--- config.mk ---
export PLATFORM = sky130hd
export DESIGN_NAME = id_pool_allocator_top
export DESIGN_NICKNAME = d
export VERILOG_FILES = /design/src/hdl/ipa_pkg.sv /design/src/hdl/ipa_free_fifo.sv /design/src/hdl/ipa_status_ram.sv /design/src/hdl/id_pool_allocator_top.sv
export VERILOG_INCLUDE_DIRS = /design/src /design/src/hdl
export SDC_FILE = /design/constraint.sdc
export NUM_CORES = 1
export LEC_CHECK = 0
export BUFFER_PORTS_ARGS = -buffer_cell sky130_fd_sc_hd__clkbuf_2
export CAP_MARGIN = 40
export CORE_ASPECT_RATIO = 2
export CORE_MARGIN = 2
export CORE_UTILIZATION = 30
export DETAILED_ROUTE_END_ITERATION = 8
export PLACE_DENSITY = 0.42
export SYNTH_ARGS = -nofsm -noshare
export SYNTH_HDL_FRONTEND = slang
export SYNTH_HIERARCHICAL = 1
export SYNTH_SLANG_ARGS = --single-unit
--- constraint.sdc ---
create_clock -name clk -period 6.14 [get_ports clk]
set_input_delay 0.614 -clock clk [delete_from_list [all_inputs] [get_ports clk]]
set_output_delay 0.614 -clock clk [all_outputs]
set_load 0.02 [all_outputs]
--- src/hdl/id_pool_allocator_top_assert.svh ---
// Assertion macros shared by the id pool allocator.
`ifndef ID_POOL_ALLOCATOR_TOP_ASSERT_SVH
`define ID_POOL_ALLOCATOR_TOP_ASSERT_SVH

// Same-cycle implication.
`define IPA_ASSERT_IMPL(label, clk, rst_n, ante, cons) \
    label: assert property (@(posedge clk) disable iff (!rst_n) (ante) |-> (cons)) \
        else $error("id pool allocator assertion failed");

// Implication with a fixed delay in cycles.
`define IPA_ASSERT_DELAY(label, clk, rst_n, ante, n, cons) \
    label: assert property (@(posedge clk) disable iff (!rst_n) (ante) |-> ##n (cons)) \
        else $error("id pool allocator assertion failed");

`endif

--- src/hdl/ipa_pkg.sv ---
`default_nettype none

package ipa_pkg;

    // Widest pool index and count over the supported pool sizes (up to 1024).
    localparam int IDX_MAX_W = 10;
    localparam int CNT_MAX_W = 11;

    typedef enum logic [1:0] {
        FN_RESERVE = 2'd0,
        FN_RETIRE  = 2'd1,
        FN_RESTORE = 2'd2
    } func_t;

    typedef enum logic [1:0] {
        ST_FREE    = 2'd0,
        ST_USED    = 2'd1,
        ST_RETIRED = 2'd2
    } id_state_t;

    typedef struct packed {
        logic                 pop;
        logic                 push;
        logic [IDX_MAX_W-1:0] push_idx;
    } fifo_ctl_t;

    typedef struct packed {
        logic [IDX_MAX_W-1:0] head_idx;
        logic [IDX_MAX_W-1:0] head_ptr;
        logic                 head_wrap;
        logic [CNT_MAX_W-1:0] count;
    } fifo_stat_t;

    typedef struct packed {
        logic                 we;
        logic [IDX_MAX_W-1:0] addr;
        id_state_t            data;
    } stat_wr_t;

endpackage

`default_nettype wire

--- src/hdl/ipa_free_fifo.sv ---
`default_nettype none

module ipa_free_fifo #(
    parameter int POOL_SIZE = 64
) (
    input  wire logic               clk,
    input  wire logic               rst_n,
    input  ipa_pkg::fifo_ctl_t      ctl,
    output ipa_pkg::fifo_stat_t     stat
);

    localparam int IW = $clog2(POOL_SIZE);
    localparam int CW = $clog2(POOL_SIZE + 1);
    localparam logic [IW-1:0] LAST = IW'(POOL_SIZE - 1);

    logic [IW-1:0] mem [POOL_SIZE];

    logic [IW-1:0] head_reg, head_next;
    logic [IW-1:0] tail_reg, tail_next;
    logic          hwrap_reg, hwrap_next;
    logic          twrap_reg, twrap_next;
    logic [CW-1:0] count_reg, count_next;

    logic [IW-1:0] q_reg;
    logic          byp_reg;
    logic [IW-1:0] byp_val_reg;

    logic [IW-1:0] push_idx;
    logic          written;
    logic [IW-1:0] head_val;

    assign push_idx = ctl.push_idx[IW-1:0];

    always_comb
    begin
        head_next  = head_reg;
        tail_next  = tail_reg;
        hwrap_next = hwrap_reg;
        twrap_next = twrap_reg;
        count_next = count_reg;
        if (ctl.pop)
        begin
            head_next  = (head_reg == LAST) ? '0 : head_reg + IW'(1);
            hwrap_next = hwrap_reg | (head_reg == LAST);
            count_next = count_reg - CW'(1);
        end
        else if (ctl.push)
        begin
            tail_next  = (tail_reg == LAST) ? '0 : tail_reg + IW'(1);
            twrap_next = twrap_reg | (tail_reg == LAST);
            count_next = count_reg + CW'(1);
        end
    end

    always_ff @(posedge clk or negedge rst_n)
    begin
        if (!rst_n)
        begin
            head_reg  <= '0;
            tail_reg  <= '0;
            hwrap_reg <= 1'b0;
            twrap_reg <= 1'b0;
            count_reg <= CW'(POOL_SIZE);
            byp_reg   <= 1'b0;
        end
        else
        begin
            head_reg  <= head_next;
            tail_reg  <= tail_next;
            hwrap_reg <= hwrap_next;
            twrap_reg <= twrap_next;
            count_reg <= count_next;
            byp_reg   <= ctl.push && (tail_reg == head_next);
        end
    end

    // Prefetch the entry at the next head every cycle.
    always_ff @(posedge clk)
    begin
        if (ctl.push)
        begin
            mem[tail_reg] <= push_idx;
        end
        q_reg       <= mem[head_next];
        byp_val_reg <= push_idx;
    end

    // A slot the tail has never reached still holds its own index.
    assign written  = twrap_reg || (head_reg < tail_reg);
    assign head_val = byp_reg ? byp_val_reg : (written ? q_reg : head_reg);

    always_comb
    begin
        stat.head_idx  = ipa_pkg::IDX_MAX_W'(head_val);
        stat.head_ptr  = ipa_pkg::IDX_MAX_W'(head_reg);
        stat.head_wrap = hwrap_reg;
        stat.count     = ipa_pkg::CNT_MAX_W'(count_reg);
    end

endmodule

`default_nettype wire

--- src/hdl/ipa_status_ram.sv ---
`default_nettype none

module ipa_status_ram #(
    parameter int POOL_SIZE = 64
) (
    input  wire logic                       clk,
    input  wire logic                       rst_n,
    input  wire logic                       rd_en,
    input  wire logic [$clog2(POOL_SIZE)-1:0] rd_addr,
    input  ipa_pkg::stat_wr_t               wr,
    input  ipa_pkg::fifo_stat_t             fstat,
    output ipa_pkg::id_state_t              state
);

    localparam int IW = $clog2(POOL_SIZE);

    logic [1:0] mem [POOL_SIZE];

    logic [IW-1:0]      wr_addr;
    logic [1:0]         q_reg;
    logic [IW-1:0]      rd_addr_reg;
    logic               byp_reg;
    ipa_pkg::id_state_t byp_val_reg;
    logic               touched;

    assign wr_addr = wr.addr[IW-1:0];

    always_ff @(posedge clk)
    begin
        if (wr.we)
        begin
            mem[wr_addr] <= wr.data;
        end
        if (rd_en)
        begin
            q_reg       <= mem[rd_addr];
            rd_addr_reg <= rd_addr;
            byp_val_reg <= wr.data;
        end
    end

    always_ff @(posedge clk or negedge rst_n)
    begin
        if (!rst_n)
        begin
            byp_reg <= 1'b0;
        end
        else if (rd_en)
        begin
            byp_reg <= wr.we && (wr_addr == rd_addr);
        end
    end

    // Only IDs the head has already passed were ever written.
    assign touched = fstat.head_wrap || (rd_addr_reg < fstat.head_ptr[IW-1:0]);

    always_comb
    begin
        if (byp_reg)
        begin
            state = byp_val_reg;
        end
        else if (touched)
        begin
            state = ipa_pkg::id_state_t'(q_reg);
        end
        else
        begin
            state = ipa_pkg::ST_FREE;
        end
    end

endmodule

`default_nettype wire

--- src/hdl/id_pool_allocator_top.sv ---
`default_nettype none
// Timing: a taken request is registered in req_valid_reg, and its result strobe is registered from it in done_reg.
// Throughput: one request per cycle, sustained while busy is low; the free-list and status memories
// each take one write and one registered read per cycle, with bypass on collisions.
// Reset: all IDs free in ascending order, used total cleared, free count full, id_base zero; busy is high
// for the first cycle after reset release. The receiver cannot stall results.

`include "id_pool_allocator_top_assert.svh"

module id_pool_allocator_top #(
    parameter int POOL_SIZE = 64
) (
    input  wire logic        clk,
    input  wire logic        rst_n,
    input  wire logic        start,
    output logic             busy,
    input  wire logic [1:0]  func,
    input  wire logic [15:0] id_in,
    output logic             done,
    output logic             ok,
    output logic [15:0]      id_out,
    output logic [6:0]       free_count,
    output logic [6:0]       used_count,
    input  wire logic        cfg_valid,
    output logic             cfg_ready,
    input  wire logic [15:0] cfg_data
);

    localparam int IW = $clog2(POOL_SIZE);
    localparam int CW = $clog2(POOL_SIZE + 1);
    localparam int XW = (CW > 7) ? CW : 7;

    logic          busy_reg;
    logic [15:0]   id_base_reg;

    logic          accept;
    logic [15:0]   offset;
    logic          in_pool;
    logic [IW-1:0] rd_addr;

    logic          req_valid_reg;
    logic [1:0]    func_reg;
    logic [IW-1:0] idx_reg;
    logic          inpool_reg;

    logic [CW-1:0] used_total_reg, used_total_next;

    ipa_pkg::fifo_ctl_t  fctl;
    ipa_pkg::fifo_stat_t fstat;
    ipa_pkg::stat_wr_t   swr;
    ipa_pkg::id_state_t  st_val;

    logic [CW-1:0] free_cnt;
    logic [IW-1:0] head_idx;
    logic          ok_next;
    logic [15:0]   id_next;
    logic          pop;
    logic          push;
    logic          we;
    logic [IW-1:0] wr_addr;
    ipa_pkg::id_state_t wr_data;
    logic [CW-1:0] free_after;
    logic [XW-1:0] free_x;
    logic [XW-1:0] used_x;
    logic [CW:0]   pool_sum;

    logic          done_reg;
    logic          ok_reg;
    logic [15:0]   id_out_reg;
    logic [6:0]    free_out_reg;
    logic [6:0]    used_out_reg;

    assign accept    = start && !busy_reg;
    assign busy      = busy_reg;
    assign cfg_ready = 1'b1;

    assign offset  = id_in - id_base_reg;
    assign in_pool = offset < 16'(POOL_SIZE);
    assign rd_addr = offset[IW-1:0];

    always_ff @(posedge clk or negedge rst_n)
    begin
        if (!rst_n)
        begin
            busy_reg       <= 1'b1;
            id_base_reg    <= '0;
            req_valid_reg  <= 1'b0;
            used_total_reg <= '0;
            done_reg       <= 1'b0;
        end
        else
        begin
            busy_reg       <= 1'b0;
            req_valid_reg  <= accept;
            used_total_reg <= used_total_next;
            done_reg       <= req_valid_reg;
            if (cfg_valid && cfg_ready)
            begin
                id_base_reg <= cfg_data;
            end
        end
    end

    // Hold the request for processing, and register the result outputs.
    always_ff @(posedge clk)
    begin
        if (accept)
        begin
            func_reg   <= func;
            idx_reg    <= rd_addr;
            inpool_reg <= in_pool;
        end
        ok_reg       <= ok_next;
        id_out_reg   <= id_next;
        free_out_reg <= free_x[6:0];
        used_out_reg <= used_x[6:0];
    end

    ipa_free_fifo #(
        .POOL_SIZE (POOL_SIZE)
    ) u_fifo (
        .clk   (clk),
        .rst_n (rst_n),
        .ctl   (fctl),
        .stat  (fstat)
    );

    ipa_status_ram #(
        .POOL_SIZE (POOL_SIZE)
    ) u_status (
        .clk     (clk),
        .rst_n   (rst_n),
        .rd_en   (accept),
        .rd_addr (rd_addr),
        .wr      (swr),
        .fstat   (fstat),
        .state   (st_val)
    );

    assign free_cnt = fstat.count[CW-1:0];
    assign head_idx = fstat.head_idx[IW-1:0];

    always_comb
    begin
        ok_next         = 1'b0;
        id_next         = '0;
        pop             = 1'b0;
        push            = 1'b0;
        we              = 1'b0;
        wr_addr         = idx_reg;
        wr_data         = ipa_pkg::ST_FREE;
        used_total_next = used_total_reg;
        if (req_valid_reg)
        begin
            case (func_reg)
                ipa_pkg::FN_RESERVE:
                begin
                    if (free_cnt != '0)
                    begin
                        ok_next         = 1'b1;
                        pop             = 1'b1;
                        we              = 1'b1;
                        wr_addr         = head_idx;
                        wr_data         = ipa_pkg::ST_USED;
                        id_next         = id_base_reg + 16'(head_idx);
                        used_total_next = used_total_reg + CW'(1);
                    end
                end
                ipa_pkg::FN_RETIRE:
                begin
                    if (inpool_reg && (st_val == ipa_pkg::ST_USED))
                    begin
                        ok_next         = 1'b1;
                        we              = 1'b1;
                        wr_data         = ipa_pkg::ST_RETIRED;
                        used_total_next = used_total_reg - CW'(1);
                    end
                end
                ipa_pkg::FN_RESTORE:
                begin
                    if (inpool_reg && (st_val == ipa_pkg::ST_USED))
                    begin
                        ok_next         = 1'b1;
                        we              = 1'b1;
                        push            = 1'b1;
                        wr_data         = ipa_pkg::ST_FREE;
                        used_total_next = used_total_reg - CW'(1);
                    end
                end
                default:
                begin
                end
            endcase
        end
    end

    always_comb
    begin
        if (pop)
        begin
            free_after = free_cnt - CW'(1);
        end
        else if (push)
        begin
            free_after = free_cnt + CW'(1);
        end
        else
        begin
            free_after = free_cnt;
        end
    end

    assign free_x = XW'(free_after);
    assign used_x = XW'(used_total_next);

    always_comb
    begin
        fctl.pop      = pop;
        fctl.push     = push;
        fctl.push_idx = ipa_pkg::IDX_MAX_W'(idx_reg);
        swr.we        = we;
        swr.addr      = ipa_pkg::IDX_MAX_W'(wr_addr);
        swr.data      = wr_data;
    end

    assign done       = done_reg;
    assign ok         = ok_reg;
    assign id_out     = id_out_reg;
    assign free_count = free_out_reg;
    assign used_count = used_out_reg;

    assign pool_sum = (CW + 1)'(free_cnt) + (CW + 1)'(used_total_reg);

    `IPA_ASSERT_DELAY(a_request_gives_result, clk, rst_n, accept, 2, done)
    `IPA_ASSERT_IMPL(a_counts_within_pool, clk, rst_n, 1'b1, pool_sum <= (CW + 1)'(POOL_SIZE))
    `IPA_ASSERT_IMPL(a_fail_gives_zero_id, clk, rst_n, done && !ok, id_out == 16'd0)

endmodule

`default_nettype wire
==> impl_metrics.py <==
metrics = {
    "synthesis": {
        "synthCells": 1990,
        "synth_area_um2": 27000,
        "syn_area_per_cell_um2": 13.6,
        "yosys_warnings": 6,
        "synth_fp_nets": 2077,
    },
    "global_routing": {
        "grt_pass1_vias": 17173,
        "use_met1_pct": 17.8,
        "grt_pass1_wl_um": 118000,
        "grt_max_degree": 72,
        "met2_usage_pct": 35.1,
        "grt.busiest_layer": "met2",
        "antenna_found_initial": 2,
        "use_met3_pct": 1.74,
        "gr-total-overflow": 0,
        "grt.total_usage_pct": 17.4,
    },
    "sta": {
        "skew_ns": 0.0327,
        "setup_viol": 0,
        "timing.fmax_ghz": 0.216,
        "drv_slew": 0,
        "fin_tns_setup_ns": 0,
        "maxSlewHeadroom_pct": 42.3,
        "finalCriticalPeriod_ns": 4.64,
        "hold_violations": 0,
        "rsz0062_at_grt": "no",
        "fin_crit_sh_pct": 75.5,
        "worst_pin_slew_ns": 0.863,
    },
    "worst_setup_path": {
        "crit_cells": 17,
        "worstPathRequired_ns": 6.66,
        "crit_type": "reg -> reg",
        "cp_num_buf_inv": 2,
        "crit_fanout": 12,
        "slowest_delay_ns": 0.65,
        "crit_path_end_kind": "flop",
        "cp-start-kind": "flop",
        "rr_worst_depth": 17,
        "crit_chain": "inv_1 > ha_1 > a21o_1 > a21oi_1 > o31ai_2 > mux2_2 > mux2_2 > ha_1 > inv_1 > fa_1 > nor2b_1 > o21ai_0 > a21boi_0 > o31ai_1 > nor2b_1 > xnor2_1 > nor2_1",
        "critPathArrivalTime_ns": 5.15,
        "crit_slowest_cell": "o31ai_1",
        "cpLargestDelayFamily": "compound AO/OA/AOI/OAI gates",
    },
    "route": {
        "routed_wl_um": 81100,
        "viasPerCell": 4.99,
        "drtAntennaViolNets": 0,
        "drt-initial-drc-count": 1067,
        "vias": 16453,
        "drc_errors": 0,
        "dr.pass1.iters": 5,
        "wl_per_cell_um": 24.6,
    },
    "clock_network": {
        "clk_pin_slew_ns": 0.07,
        "cts_tree": "yes",
        "clk_latency_ns": 0.66,
        "clockRootBuffer": "clkbuf_16",
        "post-cts-setup-buffers": 0,
        "h-tree-depth": 2,
        "cts-buffers-inserted": 58,
        "cts_sinks": 623,
        "ctsLongestPathBuffers": 3,
    },
    "final_layout": {
        "reg.largest.list": "u_fifo/mem (384), u_status/mem (128)",
        "final_cell_mix": "531 x edfxtp_1, 255 x nand2_1, 208 x nor2_1",
        "drive_above_1_share_pct": 15.2,
        "final_nets": 2157,
        "fillerInstances": 8794,
        "largest_reg_flops": 384,
        "area_growth_pct": 14.4,
        "largest_register": "u_fifo/mem",
        "final_cells": 3297,
        "design_area_um2": 30900,
        "seq_area_um2": 18000,
        "multiInputGateArea_um2": 8270,
        "post-route-util_pct": 34.7,
        "layout_commonest_cell": "edfxtp_1",
    },
    "pwr": {
        "p_total_mw": 11.9,
        "p_per_area_nw_per_um2": 386,
        "peakVddDrop_mv": 0.221,
        "p_leak_nw": 10.5,
    },
    "floorplanning": {
        "io_pins": 72,
        "coreArea_um2": 89200,
        "start_util_pct": 30.3,
        "fp.dieW_um": 216,
        "fp.dieH_um": 429,
        "die_area_um2": 92700,
        "row_count": 155,
    },
    "job": {
        "drv_cap": 0,
    },
    "placed_design": {
        "place_area_um2": 28900,
        "routabilityCongestion": 0.864,
        "io_buffers": 70,
        "dp_cells": 3186,
        "place_hpwl_um": 56800,
    },
    "min_path": {
        "hold_class": "in -> reg",
        "whs_path_depth": 1,
    },
    "status": {
        "status": "finished clean",
    },
}
-- worst register-to-register path, stage by stage (launching register included) --
cell and delay, ns:
dfrtp_1 0.57, inv_1 0.21, ha_1 0.33, a21o_1 0.11, a21oi_1 0.07, o31ai_2 0.50, mux2_2 0.39, mux2_2 0.28
ha_1 0.20, inv_1 0.07, fa_1 0.18, nor2b_1 0.07, o21ai_0 0.30, a21boi_0 0.23, o31ai_1 0.66, nor2b_1 0.14
xnor2_1 0.17, nor2_1 0.05
-- report_power, final --
| group | internal [mW] | total (mW) | switching [mW] | leakage, nW |
|---|---|---|---|---|
| clock | 2.16 | 3.82 | 1.66 | 0.991 |
| combinational | 1.16 | 3.22 | 2.06 | 3.77 |
| sequential | 4.75 | 4.88 | 0.136 | 5.69 |
| total | 8.07 | 11.9 | 3.86 | 10.5 |
-- repair_timing --
item                      4_1_cts  5_1_grt
hold endpoints to repair        1        0
hold buffers                    1        0
gates resized for setup         0        0
-- worst paths after layout --
check / endpoint / slack, ns / from
max in group asynchronous: busy / 5.16 / rst_n
worst max-delay path: id_out[12] / 1.50 / u_fifo/tail_reg[2]
worst max register to register: id_out[12] / 1.50 / u_fifo/tail_reg[2]
worst min-delay path: func_reg[1] / 0.17 / func[1]
min in group asynchronous: id_base_reg[15] / 0.39 / rst_n
worst min register to register: u_fifo/hwrap_reg / 0.47 / u_fifo/hwrap_reg
-- layer usage --
metal | wire [um] | share of wire [%]
met1 | 28400 | 35
met2 | 47100 | 58
met3 | 2210 | 2.7
met4 | 3460 | 4.3
met5 | 0 | 0
-- metrics by stage --
step                hold slack, ns  setup WS [ns]
floorplan                    0.318           2.29
global placement             0.460           1.55
detailed placement           0.451           1.47
CTS                          0.120           1.45
global route                 0.138           1.20
finish                       0.168           1.50
-- final cells by class --
type / count / area share [%]
Tap cell: 1177 / 4.76
Clock buffer: 72 / 5.34
Multi-Input combinational cell: 1202 / 26.7
Clock inverter: 36 / 1.21
Antenna cell: 2 / 0.0162
Timing Repair Buffer: 129 / 2.93
Sequential cell: 623 / 58.3
Inverter: 56 / 0.704
Power figures use the tool's default switching activity.
